[src/rtl/wtps_pkg.sv]
package wtps_pkg;

	// Field and register widths.
	localparam int FLOW_W     = 28;
	localparam int VOL_W      = 32;
	localparam int LVL_W      = 24;
	localparam int STEP_W     = 32;
	localparam int CTRL_W     = 16;
	localparam int CLAMP_W    = 15;
	localparam int CFG_IDX_W  = 3;
	localparam int CFG_DATA_W = 32;

	// Shared multiplier: a 32-bit operand times a 28-bit operand.
	localparam int MUL_A_W = 32;
	localparam int MUL_B_W = 28;
	localparam int PROD_W  = MUL_A_W + MUL_B_W;

	// Step minutes carry 24 fraction bits.
	localparam int STEP_FRAC = 24;

	localparam logic [FLOW_W-1:0]  FIVE_Q16  = 28'd327680;
	localparam logic [FLOW_W-1:0]  RAMP_Q16  = 28'd6554;
	localparam logic [CLAMP_W-1:0] FULL_CTRL = 15'd25600;

	// 25600 = 25 * 2^10: a shift, then a multiply by 2^32/25 rounded up on the
	// dividend halved, which lands within one of the quotient.
	localparam int                    CTRL_SCALE_SHIFT = 10;
	localparam int                    SCALED_W         = CLAMP_W + FLOW_W - CTRL_SCALE_SHIFT;
	localparam logic [SCALED_W:0]     SCALE_DIV        = (SCALED_W+1)'(25);
	localparam logic [MUL_B_W-1:0]    RCP_25           = 28'd171798692;
	localparam int                    RCP_SHIFT        = 31;

	localparam int                    DIV_STEP_W  = 5;
	localparam logic [DIV_STEP_W-1:0] LEVEL_STEPS = 5'd24;

	typedef enum logic [CFG_IDX_W-1:0] {
		REG_MAX_INFLOW    = 3'd0,
		REG_MAX_OUTFLOW   = 3'd1,
		REG_TANK_CAPACITY = 3'd2,
		REG_TANK_HEIGHT   = 3'd3,
		REG_STEP_MINUTES  = 3'd4
	} cfg_reg_t;

	typedef struct packed {
		logic                  start;
		logic [DIV_STEP_W-1:0] steps;
	} div_cmd_t;

	typedef struct packed {
		logic busy;
		logic done;
	} div_sts_t;

endpackage

[src/rtl/water_tank_plant_step_top.sv]
// Channel   Direction  Handshake            Word
// input     in         in_valid/in_ready    control_value (signed Q8.8 percent)
// output    out        out_valid/out_ready  water_level (Q16.8 millimetres)
// config    in         cfg_wr_en            cfg_index, cfg_data
//
// When height and capacity are both nonzero, the level comes from a bit-serial
// divider that runs 24 steps; if either is zero the level is zero and no divide runs.
// The input is not ready again until the result sits in the output register, so
// a new word is not taken while the last one is still being worked.
// Reset clears the settings, empties the tank, zeroes the outflow and starts it rising.
// A stalled output holds its word; the next input is taken meanwhile.
module water_tank_plant_step_top (
	input  logic                              clk,
	input  logic                              arst_n,
	input  logic                              cfg_wr_en,
	input  logic [wtps_pkg::CFG_IDX_W-1:0]    cfg_index,
	input  logic [wtps_pkg::CFG_DATA_W-1:0]   cfg_data,
	input  logic                              in_valid,
	output logic                              in_ready,
	input  logic signed [wtps_pkg::CTRL_W-1:0] control_value,
	output logic                              out_valid,
	input  logic                              out_ready,
	output logic [wtps_pkg::LVL_W-1:0]        water_level
);
	import wtps_pkg::*;

	localparam int INFLOW_HI = CLAMP_W + FLOW_W - 1;
	localparam int DELTA_W   = PROD_W - STEP_FRAC;
	localparam int LVL_PROD  = VOL_W + LVL_W;

	typedef enum logic [9:0] {
		S_IDLE    = 10'b0000000001,
		S_MUL_IN  = 10'b0000000010,
		S_MUL_RCP = 10'b0000000100,
		S_FIX_IN  = 10'b0000001000,
		S_DIFF    = 10'b0000010000,
		S_MUL_DT  = 10'b0000100000,
		S_VOL     = 10'b0001000000,
		S_MUL_LVL = 10'b0010000000,
		S_DIV_LVL = 10'b0100000000,
		S_DONE    = 10'b1000000000
	} state_t;

	state_t state_q;

	logic [FLOW_W-1:0]  max_inflow_q;
	logic [FLOW_W-1:0]  max_outflow_q;
	logic [VOL_W-1:0]   capacity_q;
	logic [LVL_W-1:0]   height_q;
	logic [STEP_W-1:0]  step_q;

	logic [VOL_W-1:0]   vol_q;
	logic [FLOW_W-1:0]  outflow_q;
	logic               rising_q;

	logic [CLAMP_W-1:0] ctrl_q;
	logic [SCALED_W-1:0] scaled_q;
	logic [FLOW_W-1:0]  inflow_q;
	logic [FLOW_W-1:0]  mag_q;
	logic               falling_q;
	logic [PROD_W-1:0]  prod_q;
	logic [LVL_W-1:0]   level_q;
	logic               start_q;
	logic               out_valid_q;
	logic [LVL_W-1:0]   water_level_q;

	logic [CLAMP_W-1:0] ctrl_clamp;
	logic [FLOW_W-1:0]  pin_rate;
	logic               pin_rise;
	logic [FLOW_W:0]    up_sum;
	logic [FLOW_W-1:0]  next_rate;
	logic [MUL_A_W-1:0] mul_a;
	logic [MUL_B_W-1:0] mul_b;
	logic [PROD_W-1:0]  mul_p;
	logic [FLOW_W:0]    inflow_est;
	logic [SCALED_W:0]  est_x25;
	logic [FLOW_W-1:0]  inflow_fix;
	logic [DELTA_W-1:0] delta;
	logic [DELTA_W:0]   vol_ext;
	logic [DELTA_W:0]   vol_sum;
	logic [VOL_W-1:0]   vol_next;
	logic               lvl_zero;
	logic               out_load;
	logic               in_fire;

	div_cmd_t           div_cmd;
	div_sts_t           div_sts;
	logic [VOL_W-1:0]   div_rem;
	logic [FLOW_W-1:0]  div_bits;
	logic [VOL_W-1:0]   div_divisor;
	logic [FLOW_W-1:0]  div_quo;

	assign in_ready = (state_q == S_IDLE);
	assign in_fire  = in_valid && in_ready;
	assign lvl_zero = (capacity_q == '0) || (height_q == '0);
	assign out_load = (state_q == S_DONE) && (!out_valid_q || out_ready);

	always_comb begin
		if (control_value[CTRL_W-1]) begin
			ctrl_clamp = '0;
		end else if (control_value[CLAMP_W-1:0] > FULL_CTRL) begin
			ctrl_clamp = FULL_CTRL;
		end else begin
			ctrl_clamp = control_value[CLAMP_W-1:0];
		end
	end

	// Triangle outflow: pin at a turning point, then take one ramp step.
	always_comb begin
		pin_rate = outflow_q;
		pin_rise = rising_q;
		if (outflow_q >= max_outflow_q) begin
			pin_rise = 1'b0;
			pin_rate = max_outflow_q;
		end else if (outflow_q <= FIVE_Q16) begin
			pin_rise = 1'b1;
			pin_rate = FIVE_Q16;
		end
		up_sum = {1'b0, pin_rate} + {1'b0, RAMP_Q16};
		if (pin_rise) begin
			next_rate = up_sum[FLOW_W] ? '1 : up_sum[FLOW_W-1:0];
		end else begin
			next_rate = (pin_rate >= RAMP_Q16) ? pin_rate - RAMP_Q16 : '0;
		end
	end

	always_comb begin
		case (state_q)
			S_MUL_RCP: begin
				mul_a = prod_q[INFLOW_HI:CTRL_SCALE_SHIFT+1];
				mul_b = RCP_25;
			end
			S_MUL_DT: begin
				mul_a = step_q;
				mul_b = mag_q;
			end
			S_MUL_LVL: begin
				mul_a = vol_q;
				mul_b = MUL_B_W'(height_q);
			end
			default: begin
				mul_a = MUL_A_W'(max_inflow_q);
				mul_b = MUL_B_W'(ctrl_q);
			end
		endcase
	end

	assign mul_p = PROD_W'(mul_a) * PROD_W'(mul_b);

	// The reciprocal estimate of the scaled product over 25 is within one of the
	// true quotient; one compare on each side settles it.
	always_comb begin
		inflow_est = prod_q[PROD_W-1:RCP_SHIFT];
		est_x25    = (SCALED_W+1)'({inflow_est, 4'b0}) + (SCALED_W+1)'({inflow_est, 3'b0})
		           + (SCALED_W+1)'(inflow_est);
		if (est_x25 > {1'b0, scaled_q}) begin
			inflow_fix = FLOW_W'(inflow_est - 1'b1);
		end else if (({1'b0, scaled_q} - est_x25) >= SCALE_DIV) begin
			inflow_fix = FLOW_W'(inflow_est + 1'b1);
		end else begin
			inflow_fix = FLOW_W'(inflow_est);
		end
	end

	assign delta   = prod_q[PROD_W-1:STEP_FRAC];
	assign vol_ext = (DELTA_W+1)'(vol_q);

	always_comb begin
		if (falling_q) begin
			vol_sum = ({1'b0, delta} > vol_ext) ? '0 : vol_ext - {1'b0, delta};
		end else begin
			vol_sum = vol_ext + {1'b0, delta};
		end
		vol_next = (vol_sum > (DELTA_W+1)'(capacity_q)) ? capacity_q : vol_sum[VOL_W-1:0];
	end

	// Level divides volume times height by capacity. The volume never exceeds
	// the capacity, so the quotient fits the step count.
	always_comb begin
		div_cmd.start = start_q;
		div_cmd.steps = LEVEL_STEPS;
		div_rem       = prod_q[LVL_PROD-1:LVL_W];
		div_bits      = {prod_q[LVL_W-1:0], (FLOW_W-LVL_W)'(0)};
		div_divisor   = capacity_q;
	end

	wtps_div u_div (
		.clk       (clk),
		.arst_n    (arst_n),
		.cmd       (div_cmd),
		.rem_init  (div_rem),
		.bits_init (div_bits),
		.divisor   (div_divisor),
		.sts       (div_sts),
		.quotient  (div_quo)
	);

	always_ff @(posedge clk or negedge arst_n) begin
		if (!arst_n) begin
			max_inflow_q  <= '0;
			max_outflow_q <= '0;
			capacity_q    <= '0;
			height_q      <= '0;
			step_q        <= '0;
		end else if (cfg_wr_en) begin
			case (cfg_reg_t'(cfg_index))
				REG_MAX_INFLOW:    max_inflow_q  <= cfg_data[FLOW_W-1:0];
				REG_MAX_OUTFLOW:   max_outflow_q <= cfg_data[FLOW_W-1:0];
				REG_TANK_CAPACITY: capacity_q    <= cfg_data[VOL_W-1:0];
				REG_TANK_HEIGHT:   height_q      <= cfg_data[LVL_W-1:0];
				REG_STEP_MINUTES:  step_q        <= cfg_data[STEP_W-1:0];
				default: ;
			endcase
		end
	end

	always_ff @(posedge clk or negedge arst_n) begin
		if (!arst_n) begin
			state_q     <= S_IDLE;
			vol_q       <= '0;
			outflow_q   <= '0;
			rising_q    <= 1'b1;
			start_q     <= 1'b0;
			out_valid_q <= 1'b0;
		end else begin
			start_q <= 1'b0;
			if (out_load) begin
				out_valid_q   <= 1'b1;
				water_level_q <= level_q;
			end else if (out_ready) begin
				out_valid_q <= 1'b0;
			end
			case (state_q)
				S_IDLE: begin
					if (in_fire) begin
						ctrl_q    <= ctrl_clamp;
						outflow_q <= next_rate;
						rising_q  <= pin_rise;
						state_q   <= S_MUL_IN;
					end
				end
				S_MUL_IN: begin
					prod_q  <= mul_p;
					state_q <= S_MUL_RCP;
				end
				S_MUL_RCP: begin
					scaled_q <= prod_q[INFLOW_HI:CTRL_SCALE_SHIFT];
					prod_q   <= mul_p;
					state_q  <= S_FIX_IN;
				end
				S_FIX_IN: begin
					inflow_q <= inflow_fix;
					state_q  <= S_DIFF;
				end
				S_DIFF: begin
					falling_q <= inflow_q < outflow_q;
					mag_q     <= (inflow_q < outflow_q) ? outflow_q - inflow_q
					                                    : inflow_q - outflow_q;
					state_q   <= S_MUL_DT;
				end
				S_MUL_DT: begin
					prod_q  <= mul_p;
					state_q <= S_VOL;
				end
				S_VOL: begin
					vol_q   <= vol_next;
					state_q <= S_MUL_LVL;
				end
				S_MUL_LVL: begin
					prod_q <= mul_p;
					if (lvl_zero) begin
						level_q <= '0;
						state_q <= S_DONE;
					end else begin
						start_q <= 1'b1;
						state_q <= S_DIV_LVL;
					end
				end
				S_DIV_LVL: begin
					if (div_sts.done) begin
						level_q <= (div_quo[LVL_W-1:0] > height_q) ? height_q
						                                            : div_quo[LVL_W-1:0];
						state_q <= S_DONE;
					end
				end
				S_DONE: begin
					if (out_load) begin
						state_q <= S_IDLE;
					end
				end
				default: state_q <= S_IDLE;
			endcase
		end
	end

	assign out_valid   = out_valid_q;
	assign water_level = water_level_q;

`ifndef NO_ASSERTIONS
	a_busy_after_accept: assert property (@(posedge clk) disable iff (!arst_n)
		in_fire |=> !in_ready)
		else $error("input ready right after a word was accepted");
	a_volume_bounded: assert property (@(posedge clk) disable iff (!arst_n)
		(state_q == S_VOL) |=> (vol_q <= capacity_q))
		else $error("stored volume above capacity");
	a_level_bounded: assert property (@(posedge clk) disable iff (!arst_n)
		out_load |=> (water_level <= height_q))
		else $error("level above tank height");
	a_div_idle_start: assert property (@(posedge clk) disable iff (!arst_n)
		start_q |-> (state_q == S_DIV_LVL))
		else $error("divider started outside a divide state");
`endif

endmodule

[src/rtl/wtps_div.sv]
module wtps_div (
	input  logic                          clk,
	input  logic                          arst_n,
	input  wtps_pkg::div_cmd_t            cmd,
	input  logic [wtps_pkg::VOL_W-1:0]    rem_init,
	input  logic [wtps_pkg::FLOW_W-1:0]   bits_init,
	input  logic [wtps_pkg::VOL_W-1:0]    divisor,
	output wtps_pkg::div_sts_t            sts,
	output logic [wtps_pkg::FLOW_W-1:0]   quotient
);
	import wtps_pkg::*;

	logic [VOL_W-1:0]      rem_q;
	logic [VOL_W-1:0]      div_q;
	logic [FLOW_W-1:0]     bits_q;
	logic [FLOW_W-1:0]     quo_q;
	logic [DIV_STEP_W-1:0] cnt_q;
	logic                  busy_q;
	logic                  done_q;
	logic [VOL_W:0]        trial;
	logic                  fits;

	// The partial remainder stays below the divisor, so one bit brought down
	// never needs more than one subtraction.
	assign trial = {rem_q, bits_q[FLOW_W-1]};
	assign fits  = trial >= {1'b0, div_q};

	always_ff @(posedge clk or negedge arst_n) begin
		if (!arst_n) begin
			busy_q <= 1'b0;
			done_q <= 1'b0;
			cnt_q  <= '0;
		end else begin
			done_q <= 1'b0;
			if (cmd.start) begin
				rem_q  <= rem_init;
				bits_q <= bits_init;
				div_q  <= divisor;
				cnt_q  <= cmd.steps;
				busy_q <= 1'b1;
			end else if (busy_q) begin
				rem_q  <= fits ? VOL_W'(trial - {1'b0, div_q}) : trial[VOL_W-1:0];
				bits_q <= {bits_q[FLOW_W-2:0], 1'b0};
				quo_q  <= {quo_q[FLOW_W-2:0], fits};
				cnt_q  <= cnt_q - 1'b1;
				if (cnt_q == DIV_STEP_W'(1)) begin
					busy_q <= 1'b0;
					done_q <= 1'b1;
				end
			end
		end
	end

	assign sts.busy = busy_q;
	assign sts.done = done_q;
	assign quotient = quo_q;

`ifndef NO_ASSERTIONS
	a_start_idle: assert property (@(posedge clk) disable iff (!arst_n)
		cmd.start |-> !busy_q)
		else $error("divider started while busy");
	a_busy_count: assert property (@(posedge clk) disable iff (!arst_n)
		busy_q |-> (cnt_q != '0))
		else $error("divider busy with no steps left");
	a_done_ends: assert property (@(posedge clk) disable iff (!arst_n)
		done_q |-> (!busy_q && $past(busy_q)))
		else $error("divider done without a finished run");
`endif

endmodule

[config.mk]
export PLATFORM = sky130hd
export DESIGN_NAME = water_tank_plant_step_top
export DESIGN_NICKNAME = d
export VERILOG_FILES = /design/src/rtl/wtps_pkg.sv /design/src/rtl/water_tank_plant_step_top.sv /design/src/rtl/wtps_div.sv
export SDC_FILE = /design/constraint.sdc
export NUM_CORES = 2
export LEC_CHECK = 0
export ABC_CLOCK_PERIOD_IN_PS = 21000
export BUFFER_PORTS_ARGS = -buffer_cell sky130_fd_sc_hd__buf_2
export CAP_MARGIN = 5
export CORE_MARGIN = 4
export CORE_UTILIZATION = 35
export CTS_BUF_LIST = sky130_fd_sc_hd__clkbuf_8 sky130_fd_sc_hd__clkbuf_16
export CTS_CLUSTER_SIZE = 24
export DETAILED_ROUTE_END_ITERATION = 12
export PLACE_DENSITY = 0.52
export RECOVER_POWER = 50
export SLEW_MARGIN = 20
export SYNTH_ARGS = -nofsm -noshare
export SYNTH_HDL_FRONTEND = slang
export SYNTH_SLANG_ARGS = --single-unit
[constraint.sdc]
create_clock -name clk -period 21 [get_ports clk]
set_clock_uncertainty 0.1 [all_clocks]
set_input_delay 2.1 -clock clk [delete_from_list [all_inputs] [get_ports clk]]
set_output_delay 2.1 -clock clk [all_outputs]
set_load 0.02 [all_outputs]
==> results by group <==
Logic synthesis
  • Flops & latches, synth: 553
  • Multiplexer area fraction after synthesis: 3.06%
  • Syn nets: 8,831
  • Area of the mapped netlist: 67,200 sq um
  • Adder-cell share of the synthesized area: 34.8%
  • Post-synth EDFFs: 329
  • Mean Syn Cell Area: 9.09 sq um
  • Top cells by count, synth: inv_1, nand2_1, fa_1
  • Xor-xnor portion of the synthesized cell area: 2.76%
  • Leading area contributor after synthesis: fa_1
  • Simple-gate share of the synthesized area: 14.2%
  • Post-synth top area share: 24.1%
  • Most common cell in the netlist: inv_1
  • Area contributors post-synth: fa_1, edfxtp_1, ha_1, dfrtp_1, inv_1
  • Ys flop type: edfxtp_1
  • Cells after synthesis: 7,390
  • Seq/Total Area, Yosys: 23.0%
  • Synth Warn #: 0
  • Synth async-reset ratio: 40.5%
  • Main combinational cell family by area after synthesis: adder cells
  • Distinct cell type count after synthesis: 99
  • Synth Area in Compound Gates: 13.9%

STA
  • Worst-Margin Slew: 3950 ps
  • Max_slew headroom: -163%
  • Final period util: 66.8%
  • Fin Setup TNS: 0 ps
  • Achievable Freq: 71.3 MHz
  • Minimum clock period: 14,030 ps
  • Final setup violation count: 0
  • RSZ-0062 raised after global routing: no
  • Final Hold Viols: 0
  • Slew Limit Fails: 790

Setup path
  • CP max FO: 38
  • Setup crit start: state_q[2]
  • Slowest stage cell, crit path: clkbuf_1
  • Worst path arrival time: 14,320 ps
  • Largest stage delay on the critical path: 1730 ps
  • Worst Path Buf+Inv: 8
  • Critical path type: register to register
  • WP data required: 21,290 ps
  • RR Startpoint: state_q[2]
  • Crit-path leading delay family: buffers and inverters
  • Reg-to-reg slack, setup: 6970 ps
  • Endpoint class of the critical path: register
  • Crit start category: register
  • CP most frequent cell: fa_1

Placement
  • Detailed placement HPWL: 209,000 microns
  • Post-placement cell area: 70,900 sq um
  • I/O Buffers: 81
  • Placer Congestion: 0.964

Global routing
  • Overflow after GRT: 0
  • Largest net degree at the start of global routing: 67
  • Tot GR Track Use: 26.1%
  • Vias in the first global route: 55.0k
  • Antenna violations before repair: 13
  • First-pass GRT wire length: 383,000 microns

Final layout
  • Post-route cell area: 73,000 sq um
  • Nets: 8,811
  • Fill cell count: 19.4k
  • Final Util: 38.3%
  • Share of layout cells above drive strength 1: 6.28%
  • FF/Latch Area: 15,500 sq um
  • Layout area overhead: 8.65%
  • Multi-input combinational cell area: 46,500 sq um

CTS
  • Num CTS Buffers: 66
  • Setup bufs post-CTS: 0
  • # hold bufs at CTS: 0
  • CTS H-Tree Depth: 3
  • Skew-Pair Late Insertion Delay: 680 ps
  • CTS root buf: clkbuf_16
  • Clock slew at the register clock pins of the worst setup and hold paths: 60 ps
  • CTS tree: yes
  • Clock buffer depth: 3
  • Clk sink count: 553
  • Resized cells post-CTS: 0

Route
  • DRC violations left: 0
  • Antenna Nets Post-Route: 0
  • DRT Pass-1 Iters: 6
  • Iter 0 DRT Violations: 4,819
  • DRT Wirelength: 262,000 microns
  • Vias: 55.2k
  • Avg WL per Cell: 26.3 microns
  • DR vias/cell: 5.56

Die
  • Die area: 199,000 sq um
  • Core area: 191,000 sq um
  • I/O pin cnt: 82
  • Starting Density: 35.3%
  • Die height: 446 microns
  • FP Rows: 160
  • Die Wd: 446 microns

Hold path
  • Min-delay src: level_q[10]
  • Hold crit path type: register to register

Status
  • Failing checks: max-capacitance violations, max-slew violations
  • Status: complete, but fails checks

Flow run
  • Max Cap Violations: 17
[path summary, 6_finish.rpt]
kind / to / cells past startpoint
max: prod_q[57] / 34
min reg2reg: water_level[10] / 0
min in group asynchronous: vol_q[22] / 1
max reg2reg: prod_q[57] / 34
min: water_level[10] / 0
max in group asynchronous: max_inflow_q[0] / 2
[per-layer routing]
layer  GRT usage (%)  part of all wire (%)
met1            35.7                    43
met2            40.5                    45
met3            4.20                   7.3
met4            12.2                   5.4
met5               0                0.0038
[layout make-up]
cell class | instances | share of cell area (%)
Multi-Input combinational cell | 5375 | 63.6
Sequential cell | 553 | 21.2
Inverter | 1156 | 5.94
Tap cell | 2511 | 4.30
Clock buffer | 72 | 2.42
Timing Repair Buffer | 218 | 1.77
Clock inverter | 50 | 0.684
Antenna cell | 7 | 0.0240
[per-stage QoR]
| step | hold WS [ps] | setup slack (ps) | cells |
|---|---|---|---|
| after global routing | 321 | 6220 | 9937 |
| after floorplan | 300 | 11670 | 7390 |
| after detailed placement | 305 | 9750 | 9813 |
| final | 312 | 6970 | 9942 |
| after CTS | 319 | 9720 | 9935 |
| after global placement | 304 | 9950 | 9812 |
[cell usage in the layout (no fill, tap or decap), types with 18 or more instances in the layout]
cell type,count
a31oi_1,59
buf_4,110
xnor2_1,137
ha_1,575
o21bai_1,35
a221o_1,18
buf_2,51
a221oi_1,20
a211oi_1,57
nand2b_1,50
nor2b_1,73
clkbuf_16,69
a21oi_1,370
o31ai_1,31
o21ai_1,36
fa_1,810
and2_1,53
o21ai_0,276
a21o_1,167
dfrtp_1,222
nand4_1,56
a22o_1,30
nand2_1,832
mux2i_1,89
nor2_1,733
nand3_1,73
nor3_1,80
nor4_1,43
and3_1,39
xor2_1,75
clkbuf_1,57
or3_1,28
edfxtp_1,329
mux2_2,101
o211ai_1,32
nor3b_1,21
o21a_1,46
inv_1,1168
a22oi_1,52
[cell families (layout without fill, tap and decap cells)]
family | Yosys count | in the layout
buffers and inverters | 1462 | 1496
other | 0 | 7
DFF | 553 | 553
adders and majority gates | 1385 | 1385
AOI/OAI and AO/OA | 1426 | 1426
and+or+nand+nor | 2160 | 2160
muxes | 192 | 192
xor gates and xnor gates | 212 | 212
[flip-flops by register name, indices dropped and copies added, names as in the netlist, 5 cells and up]
signal and count:
height_q 24, vol_q 32, max_outflow_q 28, inflow_q 28, prod_q 60, water_level 24
ctrl_q 15, capacity_q 32, state_q 10, max_inflow_q 28, scaled_q 33, u_div.cnt_q 5
outflow_q 28, u_div.div_q 32, step_q 32, u_div.quotient 24, u_div.rem_q 32, mag_q 28
u_div.bits_q 28, level_q 24
Power is not shown: default switching activity piles up to over one toggle a cycle in this logic, so the estimate is an artifact.
